<file path="src/rtl/cbpt_pkg.sv">
// Shared constants, types and helpers for the cubic Bezier path timer.
`timescale 1ns / 1ps

package cbpt_pkg;

  localparam int COORD_WIDTH = 16;
  localparam int TIME_WIDTH  = 24;

  localparam int CFG_W     = 64;
  localparam int CFG_IDX_W = 3;
  localparam int NUM_COORD = 4;
  localparam int NUM_POINT = 4;

  // curve parameter t is unsigned Q1.16, weights are Q1.32 up to and including 1.0
  localparam int FRAC_W = 16;
  localparam int T_W    = FRAC_W + 1;
  localparam int WGT_W  = 2 * FRAC_W + 1;

  // shared signed multiplier: a carries t, u, squares and weights, b carries t, u or a coordinate
  localparam int MUL_A_W = WGT_W + 1;
  localparam int MUL_B_W = ((COORD_WIDTH > T_W) ? COORD_WIDTH : T_W) + 1;
  localparam int MUL_P_W = MUL_A_W + MUL_B_W;
  localparam int ACC_W   = COORD_WIDTH + WGT_W + 3;

  localparam int IN_TDATA_W  = ((TIME_WIDTH + 7) / 8) * 8;
  localparam int OUT_TDATA_W = ((NUM_COORD * COORD_WIDTH + 7) / 8) * 8;

  localparam int MAC_ISSUES = NUM_COORD * NUM_POINT;
  localparam int CNT_MAX    = (MAC_ISSUES > FRAC_W) ? MAC_ISSUES : FRAC_W;
  localparam int CNT_W      = $clog2(CNT_MAX + 1);
  localparam int WGT_OPS    = 5;

  localparam logic [TIME_WIDTH-1:0] DUR_RESET = TIME_WIDTH'(1000);
  localparam logic [T_W-1:0]        T_ONE     = T_W'(1) << FRAC_W;
  localparam logic [WGT_W-1:0]      W_ONE     = WGT_W'(1) << (2 * FRAC_W);
  localparam logic [ACC_W-1:0]      ROUND_C   = ACC_W'(1) << (2 * FRAC_W - 1);

  typedef enum logic [CFG_IDX_W-1:0] {
    REG_POINT_A  = 3'd0,
    REG_POINT_B  = 3'd1,
    REG_POINT_C  = 3'd2,
    REG_POINT_D  = 3'd3,
    REG_DURATION = 3'd4
  } cfg_idx_e;

  typedef enum logic [2:0] {
    OP_UU,
    OP_TT,
    OP_W1,
    OP_W2,
    OP_W3
  } wgt_op_e;

  typedef enum logic [2:0] {
    ST_IDLE,
    ST_DIV,
    ST_TU,
    ST_WGT,
    ST_W0,
    ST_MAC,
    ST_OUT
  } state_e;

  typedef struct packed {
    logic        load_time;
    logic        div_step;
    logic        set_tu;
    logic        wgt_en;
    wgt_op_e     wgt_op;
    logic        set_w0;
    logic        mac_issue;
    logic [1:0]  mac_k;
    logic [1:0]  mac_i;
    logic        out_load;
  } cmd_t;

  // coordinate k of a packed control point; one lying wholly above the word reads as zero
  function automatic logic signed [COORD_WIDTH-1:0] coord_of(logic [CFG_W-1:0] pt,
                                                             logic [1:0] k);
    int unsigned       sh;
    logic [CFG_W-1:0]  v;
    sh = int'(k) * COORD_WIDTH;
    v  = pt >> sh;
    if (sh >= CFG_W) begin
      return '0;
    end
    return signed'(v[COORD_WIDTH-1:0]);
  endfunction

endpackage

</file>
<file path="src/rtl/cbpt_ctrl.sv">
// Sequencer for the path timer: time update, divide, weights, multiply-accumulate.
`timescale 1ns / 1ps

module cbpt_ctrl import cbpt_pkg::*; (
  input  logic clk_i,
  input  logic rst_ni,
  input  logic in_valid_i,
  output logic in_ready_o,
  input  logic out_busy_i,
  output cmd_t cmd_o
);

  state_e           state_q, state_d;
  logic [CNT_W-1:0] cnt_q, cnt_d;

  always_ff @(posedge clk_i or negedge rst_ni) begin
    if (!rst_ni) begin
      state_q <= ST_IDLE;
      cnt_q   <= '0;
    end else begin
      state_q <= state_d;
      cnt_q   <= cnt_d;
    end
  end

  always_comb begin
    state_d = state_q;
    cnt_d   = cnt_q + CNT_W'(1);
    case (state_q)
      ST_IDLE: begin
        cnt_d = '0;
        if (in_valid_i) begin
          state_d = ST_DIV;
        end
      end
      ST_DIV: begin
        if (cnt_q == CNT_W'(FRAC_W - 1)) begin
          state_d = ST_TU;
        end
      end
      ST_TU: begin
        cnt_d   = '0;
        state_d = ST_WGT;
      end
      ST_WGT: begin
        if (cnt_q == CNT_W'(WGT_OPS - 1)) begin
          state_d = ST_W0;
        end
      end
      ST_W0: begin
        cnt_d   = '0;
        state_d = ST_MAC;
      end
      ST_MAC: begin
        // the last count issues no product and lets the last product drain
        if (cnt_q == CNT_W'(MAC_ISSUES)) begin
          state_d = ST_OUT;
        end
      end
      ST_OUT: begin
        cnt_d = '0;
        if (!out_busy_i) begin
          state_d = ST_IDLE;
        end
      end
      default: begin
        state_d = ST_IDLE;
        cnt_d   = '0;
      end
    endcase
  end

  always_comb begin
    cmd_o      = '0;
    in_ready_o = 1'b0;
    case (state_q)
      ST_IDLE: begin
        in_ready_o      = 1'b1;
        cmd_o.load_time = in_valid_i;
      end
      ST_DIV: begin
        cmd_o.div_step = 1'b1;
      end
      ST_TU: begin
        cmd_o.set_tu = 1'b1;
      end
      ST_WGT: begin
        cmd_o.wgt_en = 1'b1;
        case (cnt_q[2:0])
          3'd0:    cmd_o.wgt_op = OP_UU;
          3'd1:    cmd_o.wgt_op = OP_TT;
          3'd2:    cmd_o.wgt_op = OP_W1;
          3'd3:    cmd_o.wgt_op = OP_W2;
          default: cmd_o.wgt_op = OP_W3;
        endcase
      end
      ST_W0: begin
        cmd_o.set_w0 = 1'b1;
      end
      ST_MAC: begin
        cmd_o.mac_issue = (cnt_q < CNT_W'(MAC_ISSUES));
        cmd_o.mac_k     = cnt_q[3:2];
        cmd_o.mac_i     = cnt_q[1:0];
      end
      ST_OUT: begin
        cmd_o.out_load = !out_busy_i;
      end
      default: begin
        cmd_o = '0;
      end
    endcase
  end

endmodule

</file>
<file path="src/rtl/cbpt_datapath.sv">
// Datapath: config registers, elapsed time, serial divider, shared multiplier, output register.
`timescale 1ns / 1ps

module cbpt_datapath import cbpt_pkg::*; (
  input  logic                            clk_i,
  input  logic                            rst_ni,
  input  logic                            cfg_we_i,
  input  logic [CFG_IDX_W-1:0]            cfg_index_i,
  input  logic [CFG_W-1:0]                cfg_data_i,
  input  logic                            restart_i,
  input  logic [TIME_WIDTH-1:0]           step_ticks_i,
  input  cmd_t                            cmd_i,
  output logic                            out_busy_o,
  output logic                            out_valid_o,
  input  logic                            out_ready_i,
  output logic [NUM_COORD*COORD_WIDTH-1:0] out_pos_o,
  output logic                            out_finished_o
);

  logic [CFG_W-1:0]      point_q [NUM_POINT];
  logic [TIME_WIDTH-1:0] dur_q;
  logic [TIME_WIDTH-1:0] elapsed_q;
  logic                  done_q;

  logic [TIME_WIDTH-1:0] rem_q;
  logic [FRAC_W-1:0]     quot_q;
  logic [T_W-1:0]        t_q, u_q;
  logic [WGT_W-1:0]      uu_q, tt_q;
  logic [WGT_W-1:0]      w_q [NUM_POINT];

  logic signed [MUL_P_W-1:0] prod_q;
  logic                      prod_vld_q;
  logic [1:0]                prod_k_q, prod_i_q;
  logic [ACC_W-1:0]          acc_q;
  logic [COORD_WIDTH-1:0]    pos_q [NUM_COORD];

  logic [NUM_COORD*COORD_WIDTH-1:0] out_pos_q;
  logic                             out_fin_q;
  logic                             out_valid_q;

  // config writes
  always_ff @(posedge clk_i or negedge rst_ni) begin
    if (!rst_ni) begin
      for (int p = 0; p < NUM_POINT; p++) begin
        point_q[p] <= '0;
      end
      dur_q <= DUR_RESET;
    end else if (cfg_we_i) begin
      case (cfg_index_i)
        REG_POINT_A:  point_q[0] <= cfg_data_i;
        REG_POINT_B:  point_q[1] <= cfg_data_i;
        REG_POINT_C:  point_q[2] <= cfg_data_i;
        REG_POINT_D:  point_q[3] <= cfg_data_i;
        REG_DURATION: dur_q      <= cfg_data_i[TIME_WIDTH-1:0];
        default:      ;
      endcase
    end
  end

  // elapsed time: add step (from zero on restart), saturate at duration
  logic [TIME_WIDTH:0]   time_sum;
  logic [TIME_WIDTH-1:0] elapsed_d;

  always_comb begin
    time_sum = (restart_i ? '0 : {1'b0, elapsed_q}) + {1'b0, step_ticks_i};
    if (time_sum > {1'b0, dur_q}) begin
      elapsed_d = dur_q;
    end else begin
      elapsed_d = time_sum[TIME_WIDTH-1:0];
    end
  end

  always_ff @(posedge clk_i or negedge rst_ni) begin
    if (!rst_ni) begin
      elapsed_q <= '0;
    end else if (cmd_i.load_time) begin
      elapsed_q <= elapsed_d;
    end
  end

  // restoring divider, one quotient bit a cycle
  logic [TIME_WIDTH:0] rem_dbl;
  logic                rem_ge;

  assign rem_dbl = {rem_q, 1'b0};
  assign rem_ge  = (rem_dbl >= {1'b0, dur_q});

  // shared multiplier
  logic signed [MUL_A_W-1:0] mul_a;
  logic signed [MUL_B_W-1:0] mul_b;
  logic signed [MUL_P_W-1:0] mul_p;
  logic [MUL_P_W+1:0]        triple_p;
  logic [WGT_W-1:0]          wgt_shift;

  always_comb begin
    mul_a = '0;
    mul_b = '0;
    if (cmd_i.mac_issue) begin
      mul_a = signed'({1'b0, w_q[cmd_i.mac_i]});
      mul_b = MUL_B_W'(coord_of(point_q[cmd_i.mac_i], cmd_i.mac_k));
    end else begin
      case (cmd_i.wgt_op)
        OP_UU: begin
          mul_a = signed'(MUL_A_W'(u_q));
          mul_b = signed'(MUL_B_W'(u_q));
        end
        OP_TT: begin
          mul_a = signed'(MUL_A_W'(t_q));
          mul_b = signed'(MUL_B_W'(t_q));
        end
        OP_W1: begin
          mul_a = signed'({1'b0, uu_q});
          mul_b = signed'(MUL_B_W'(t_q));
        end
        OP_W2: begin
          mul_a = signed'({1'b0, tt_q});
          mul_b = signed'(MUL_B_W'(u_q));
        end
        OP_W3: begin
          mul_a = signed'({1'b0, tt_q});
          mul_b = signed'(MUL_B_W'(t_q));
        end
        default: begin
          mul_a = '0;
          mul_b = '0;
        end
      endcase
    end
  end

  assign mul_p     = mul_a * mul_b;
  assign triple_p  = {2'b00, mul_p} + {1'b0, mul_p, 1'b0};
  assign wgt_shift = (cmd_i.wgt_op == OP_W3) ? mul_p[FRAC_W +: WGT_W]
                                             : triple_p[FRAC_W +: WGT_W];

  // accumulate rounding term, sum of four products, take the integer part
  logic [ACC_W-1:0] prod_ext;
  logic [ACC_W-1:0] acc_sum;

  assign prod_ext = ACC_W'(prod_q);
  assign acc_sum  = acc_q + prod_ext;

  always_ff @(posedge clk_i) begin
    if (cmd_i.load_time) begin
      done_q <= (elapsed_d >= dur_q);
      rem_q  <= elapsed_d;
      quot_q <= '0;
    end
    if (cmd_i.div_step) begin
      rem_q  <= rem_ge ? TIME_WIDTH'(rem_dbl - {1'b0, dur_q}) : rem_dbl[TIME_WIDTH-1:0];
      quot_q <= {quot_q[FRAC_W-2:0], rem_ge};
    end
    if (cmd_i.set_tu) begin
      t_q <= done_q ? T_ONE : {1'b0, quot_q};
      u_q <= T_ONE - (done_q ? T_ONE : {1'b0, quot_q});
    end
    if (cmd_i.wgt_en) begin
      case (cmd_i.wgt_op)
        OP_UU:   uu_q   <= mul_p[WGT_W-1:0];
        OP_TT:   tt_q   <= mul_p[WGT_W-1:0];
        OP_W1:   w_q[1] <= wgt_shift;
        OP_W2:   w_q[2] <= wgt_shift;
        OP_W3:   w_q[3] <= wgt_shift;
        default: ;
      endcase
    end
    if (cmd_i.set_w0) begin
      w_q[0] <= WGT_W'(W_ONE - (w_q[1] + w_q[2] + w_q[3]));
    end
    if (cmd_i.mac_issue) begin
      prod_q   <= mul_p;
      prod_k_q <= cmd_i.mac_k;
      prod_i_q <= cmd_i.mac_i;
    end
    if (prod_vld_q) begin
      if (prod_i_q == 2'd0) begin
        acc_q <= prod_ext + ROUND_C;
      end else if (prod_i_q == 2'(NUM_POINT - 1)) begin
        pos_q[prod_k_q] <= acc_sum[2*FRAC_W +: COORD_WIDTH];
      end else begin
        acc_q <= acc_sum;
      end
    end
    if (cmd_i.out_load) begin
      for (int k = 0; k < NUM_COORD; k++) begin
        out_pos_q[k*COORD_WIDTH +: COORD_WIDTH] <= pos_q[k];
      end
      out_fin_q <= done_q;
    end
  end

  always_ff @(posedge clk_i or negedge rst_ni) begin
    if (!rst_ni) begin
      prod_vld_q  <= 1'b0;
      out_valid_q <= 1'b0;
    end else begin
      prod_vld_q <= cmd_i.mac_issue;
      if (cmd_i.out_load) begin
        out_valid_q <= 1'b1;
      end else if (out_ready_i) begin
        out_valid_q <= 1'b0;
      end
    end
  end

  assign out_busy_o     = out_valid_q && !out_ready_i;
  assign out_valid_o    = out_valid_q;
  assign out_pos_o      = out_pos_q;
  assign out_finished_o = out_fin_q;

endmodule

</file>
<file path="src/rtl/cubic_bezier_path_timer.sv">
// Top level of the cubic Bezier path timer: controller plus datapath.
//
//  channel   | direction | fields (low bit first)                     | accepted when
//  ----------+-----------+--------------------------------------------+----------------------
//  s_axis    | in        | tdata: step_ticks; tuser: restart          | tvalid && tready
//  m_axis    | out       | tdata: pos_x,pos_y,pos_z,pos_w; tuser: fin | tvalid && tready
//  cfg       | in        | index: register, data: value               | cfg_we_i
//
// A request is accepted in idle, where elapsed time is updated; its result then passes the restoring
// divider, t, u and the weights on the shared multiplier, and the multiply-accumulate of four points
// by four coordinates, and is loaded into the output register once that register is free.
// A new request is taken only after the previous result has been loaded.
// The multiplier is the one shared unit; the divider yields one quotient bit a cycle.
// A finished result waits in the output register while the next item is accepted and worked.
// Reset clears elapsed time, control points (to 0) and duration (to 1000).
`timescale 1ns / 1ps

module cubic_bezier_path_timer import cbpt_pkg::*; (
  input  logic                   clk_i,
  input  logic                   rst_ni,
  input  logic                   cfg_we_i,
  input  logic [CFG_IDX_W-1:0]   cfg_index_i,
  input  logic [CFG_W-1:0]       cfg_data_i,
  input  logic                   s_axis_tvalid,
  output logic                   s_axis_tready,
  input  logic [IN_TDATA_W-1:0]  s_axis_tdata,   // step_ticks
  input  logic [0:0]             s_axis_tuser,   // restart
  output logic                   m_axis_tvalid,
  input  logic                   m_axis_tready,
  output logic [OUT_TDATA_W-1:0] m_axis_tdata,   // pos_x, pos_y, pos_z, pos_w
  output logic [0:0]             m_axis_tuser    // finished
);

  cmd_t                             cmd;
  logic                             out_busy;
  logic [NUM_COORD*COORD_WIDTH-1:0] out_pos;
  logic                             out_finished;

  cbpt_ctrl u_ctrl (
    .clk_i      (clk_i),
    .rst_ni     (rst_ni),
    .in_valid_i (s_axis_tvalid),
    .in_ready_o (s_axis_tready),
    .out_busy_i (out_busy),
    .cmd_o      (cmd)
  );

  cbpt_datapath u_datapath (
    .clk_i          (clk_i),
    .rst_ni         (rst_ni),
    .cfg_we_i       (cfg_we_i),
    .cfg_index_i    (cfg_index_i),
    .cfg_data_i     (cfg_data_i),
    .restart_i      (s_axis_tuser[0]),
    .step_ticks_i   (s_axis_tdata[TIME_WIDTH-1:0]),
    .cmd_i          (cmd),
    .out_busy_o     (out_busy),
    .out_valid_o    (m_axis_tvalid),
    .out_ready_i    (m_axis_tready),
    .out_pos_o      (out_pos),
    .out_finished_o (out_finished)
  );

  assign m_axis_tdata    = OUT_TDATA_W'(out_pos);
  assign m_axis_tuser[0] = out_finished;

endmodule

</file>
<file path="config.mk">
export PLATFORM = sky130hd
export DESIGN_NAME = cubic_bezier_path_timer
export DESIGN_NICKNAME = d
export VERILOG_FILES = /design/src/rtl/cbpt_pkg.sv /design/src/rtl/cbpt_ctrl.sv /design/src/rtl/cbpt_datapath.sv /design/src/rtl/cubic_bezier_path_timer.sv
export SDC_FILE = /design/constraint.sdc
export NUM_CORES = 2
export LEC_CHECK = 0
export BUFFER_PORTS_ARGS = -buffer_cell sky130_fd_sc_hd__buf_2
export CORE_AREA = 5 5 480 387
export CTS_BUF_LIST = sky130_fd_sc_hd__clkbuf_4 sky130_fd_sc_hd__clkbuf_8 sky130_fd_sc_hd__clkbuf_16
export CTS_CLUSTER_SIZE = 30
export DETAILED_ROUTE_END_ITERATION = 6
export DIE_AREA = 0 0 485 392
export HOLD_SLACK_MARGIN = 0.02
export PLACE_DENSITY = 0.47
export SETUP_SLACK_MARGIN = 0.3
export SYNTH_ARGS = -nofsm -noshare
export SYNTH_HDL_FRONTEND = slang
export SYNTH_SLANG_ARGS = --single-unit
</file>
<file path="constraint.sdc">
create_clock -name clk_i -period 25.9 [get_ports clk_i]
set_clock_uncertainty 0.15 [all_clocks]
set_input_delay 3.885 -clock clk_i [delete_from_list [all_inputs] [get_ports clk_i]]
set_output_delay 3.885 -clock clk_i [all_outputs]
set_load 0.03 [all_outputs]
</file>
==> results.sh <==
export IMPL_path_class="reg -> reg"
export IMPL_cts_buffers=86
export IMPL_insertion_delay_ns=0.72
export IMPL_cts_root_buf="clkbuf_16"
export IMPL_worstHoldPathCells=0
export IMPL_slowest_stage="a311oi_1"
export IMPL_tightest_slew_ns=1.37
export IMPL_hold_class="reg -> reg"
export IMPL_wl_met3_um=13200
export IMPL_layout_drive_gt1_share_pct=12.1
export IMPL_crit_required_ns=26.28
export IMPL_r2r_start="u_ctrl.state_q[1]"
export IMPL_ios=164
export IMPL_grt_pass1_wl_um=299000
export IMPL_clockBufferDepth=3
export IMPL_port_buffers=163
export IMPL_ant_nets=0
export IMPL_clk_pin_slew_worst_paths_ns=0.07
export IMPL_drt_initial_drc_count=3431
export IMPL_die_area_mm2=0.190
export IMPL_clock_sinks=815
export IMPL_worstHoldEndpoint="m_axis_tdata[49]"
export IMPL_synth_avg_cell_area_um2=10.3
export IMPL_route_met2_wl_um=81800
export IMPL_track_usage_pct=20.6
export IMPL_wl_per_cell_um=22.7
export IMPL_start_kind="flop"
export IMPL_rsz0062_at_grt="false"
export IMPL_fp_coreArea_mm2=0.181
export IMPL_wl_met1_um=98200
export IMPL_rows=140
export IMPL_fp_dieH_um=392
export IMPL_synthFlopType="edfxtp_1"
export IMPL_drtPass1Iterations=6
export IMPL_drv_cap=0
export IMPL_max_stage_delay_ns=0.94
export IMPL_cp_max_fo=61
export IMPL_rrSetupSlack_ns=11.11
export IMPL_setup_violations=0
export IMPL_cts_tree="built"
export IMPL_grt_start_max_net_pins=75
export IMPL_drc=0
export IMPL_async_reset_ff_share_pct=38.5
export IMPL_nFillCells=18121
export IMPL_run_status="completed"
export IMPL_slew_violations=0
export IMPL_min_period_over_period_pct=57.1
export IMPL_die_x_um=485
export IMPL_netlist_area_mm2=0.0628
export IMPL_synth_seq_cells=815
export IMPL_gr_total_overflow=0
export IMPL_hold_viol=0
export IMPL_routed_top_layer="met5"
export IMPL_arrival_ns=15.17
export IMPL_max_freq_ghz=0.0676
export IMPL_initial_core_util_pct=34.7
export IMPL_fin_setup_tns_ns=0
export IMPL_cts_max_level=3
export IMPL_r2r_end="u_datapath.w_q[3][30]"
export IMPL_ys_warn_count=0
export IMPL_vias=45162
export IMPL_synth_edf_count=501
export IMPL_relSlewSlack_pct=8.48
export IMPL_cts_setup_buffers=0
export IMPL_area_growth_pct=10.8
export IMPL_grt_pass1_vias=46118
export IMPL_antenna_found_initial=14
export IMPL_viasPerCell=5.21
export IMPL_cts_hold_buf=0
export IMPL_nets=7216
export IMPL_r2r_cells=42
export IMPL_gp_congestion=0.847
export IMPL_yosysSeqAreaShare_pct=36.5
export IMPL_syn_inst=6103
export IMPL_cp_common_cell="fa_1"
export IMPL_synth_cell_type_count=103
export IMPL_cts_resized_gates=0
export IMPL_layout_min_cycle_time_ns=14.79
export IMPL_cp_end_kind="flop"
export IMPL_dp_hpwl_um=146000
export IMPL_syn_nets=7135
export IMPL_worstHoldStart="u_datapath.pos_q[3][1]"
export IMPL_drt_total_wl_um=197000
sequential cells by signal, indices dropped and copies added (netlist names), 2 cells and up:
signal / cells
u_datapath.pos_q: 64
u_datapath.quot_q: 16
u_datapath.tt_q: 33
u_datapath.prod_ext: 48
u_datapath.prod_k_q: 2
u_datapath.dur_q: 24
u_datapath.rem_q: 24
u_datapath.t_q: 16
u_datapath.elapsed_q: 24
u_datapath.uu_q: 33
u_datapath.w_q: 132
u_datapath.prod_i_q: 2
u_datapath.u_q: 17
u_datapath.acc_q: 48
u_ctrl.cnt_q: 5
u_datapath.point_q: 256
m_axis_tdata: 64
u_ctrl.state_q: 3
metal layers:
metal | up-vias | track usage, %
li1 | 20851 | -
met1 | 22947 | 31.3
met2 | 1162 | 30.0
met3 | 194 | 4.44
met4 | 8 | 4.28
met5 | - | 0
logic make-up after synthesis:
family	Yosys count	synth area share [%]
flip-flops	815	36.5
XOR/XNOR	221	3.14
multiplexers	296	5.24
adder cells (fa/ha/maj)	936	25.0
AND/OR/NAND/NOR	1682	12.2
buffers and inverters	1085	6.57
AO/OA/AOI/OAI	1068	11.4
cell usage after synthesis (8+ instances only):
cell / instances / area (µm²)
ha_1: 404 / 5050
nand4_1: 31 / 194
fa_1: 531 / 10600
nor2b_1: 78 / 488
a22oi_1: 29 / 218
nor3b_1: 11 / 82.6
o21ai_0: 190 / 951
nand3_1: 155 / 776
a311o_1: 16 / 160
o21a_1: 23 / 173
or3_1: 9 / 56.3
a211o_1: 8 / 70.1
a22o_1: 14 / 123
and3_1: 29 / 181
a21o_1: 127 / 953
nor2_1: 205 / 769
xor2_1: 91 / 797
xnor2_1: 128 / 1120
edfxtp_1: 501 / 15000
buf_1: 29 / 109
a21boi_0: 17 / 128
and4_1: 9 / 78.8
a21oi_1: 322 / 1610
and2_1: 140 / 876
a222oi_1: 17 / 170
a32o_1: 10 / 100
a211oi_1: 27 / 203
o31ai_1: 10 / 75.1
o311ai_0: 14 / 123
a31oi_1: 18 / 113
mux2_2: 258 / 2910
dfrtp_1: 308 / 7710
nand2_1: 880 / 3300
nor3_1: 56 / 280
o211ai_1: 19 / 143
or2_2: 15 / 93.8
mux2i_1: 37 / 370
nand2b_1: 29 / 181
a221o_1: 29 / 290
inv_1: 812 / 3050
o21bai_1: 34 / 255
clkbuf_1: 228 / 856
a221oi_1: 65 / 569
o21ai_1: 11 / 55.1
layout by cell type (no fill, tap or decap), types with 16 or more instances in the layout:
| cell | n |
|---|---|
| nor3_1 | 54 |
| nor2b_1 | 77 |
| a21boi_0 | 16 |
| ha_1 | 404 |
| o211ai_1 | 19 |
| a311o_1 | 16 |
| buf_4 | 98 |
| dfrtp_1 | 307 |
| edfxtp_1 | 501 |
| a21oi_1 | 321 |
| o21ai_0 | 189 |
| xor2_1 | 91 |
| clkinv_2 | 16 |
| clkbuf_16 | 88 |
| nor2_1 | 197 |
| mux2i_1 | 37 |
| xnor2_1 | 128 |
| nand2_1 | 879 |
| a222oi_1 | 17 |
| a221o_1 | 29 |
| a211oi_1 | 26 |
| inv_1 | 811 |
| a21o_1 | 127 |
| o21a_1 | 23 |
| and2_1 | 140 |
| nand2b_1 | 29 |
| clkbuf_4 | 18 |
| a31oi_1 | 18 |
| o21bai_1 | 34 |
| nand4_1 | 31 |
| nand3_1 | 154 |
| and3_1 | 29 |
| fa_1 | 531 |
| mux2_2 | 258 |
| a22oi_1 | 29 |
| buf_2 | 162 |
| a221oi_1 | 65 |
worst max-delay path, delay by kind of cell (launching register included):
kind / cells / cell delay, ns
simple gates: 12 / 2.87
compound gates: 14 / 4.36
flops: 1 / 0.68
fa+ha+maj: 8 / 3.62
xor+xnor: 1 / 0.34
buf+inv: 7 / 2.49
through the flow:
| step | std cells | instance area [µm²] | setup WS [ns] | util (%) | hold slack, ns |
|---|---|---|---|---|---|
| CTS | 8672 | 69600 | 11.38 | 38.5 | 0.261 |
| detailed placement | 8510 | 66500 | 11.38 | 36.8 | 0.255 |
| global placement | 8510 | 66500 | 11.57 | 36.8 | 0.252 |
| finish | 8674 | 69600 | 11.11 | 38.5 | 0.267 |
| global route | 8674 | 69600 | 10.39 | 38.5 | 0.271 |
| floorplan | 6103 | 62800 | 14.07 | - | 0.250 |
area by class of cell:
| type | instances | area [µm²] | area share [%] |
|---|---|---|---|
| clock buffer | 111 | 2410 | 3.46 |
| inverter | 817 | 3070 | 4.42 |
| sequential | 815 | 22900 | 32.9 |
| antenna | 2 | 5.00 | 0.00719 |
| tap | 2414 | 3020 | 4.34 |
| clock inverter | 51 | 642 | 0.923 |
| timing repair buffer | 261 | 1560 | 2.24 |
| multi-input combinational | 4203 | 35900 | 51.7 |
how the worst max path moves through the flow:
stage	startpoint	end	slack, ns	cells after the start
after floorplan	u_ctrl.state_q[1]	u_datapath.w_q[1][30]	14.07	47
after global placement	u_ctrl.cnt_q[0]	u_datapath.w_q[1][30]	11.57	43
after detailed placement	u_ctrl.cnt_q[0]	u_datapath.w_q[1][30]	11.38	49
after CTS	u_ctrl.cnt_q[0]	u_datapath.w_q[2][30]	11.38	49
after global routing	u_ctrl.state_q[1]	u_datapath.w_q[2][30]	10.39	44
final	u_ctrl.state_q[1]	u_datapath.w_q[3][30]	11.11	42
Power is not shown: default switching activity piles up to over one toggle a cycle in this logic, so the estimate is an artifact.
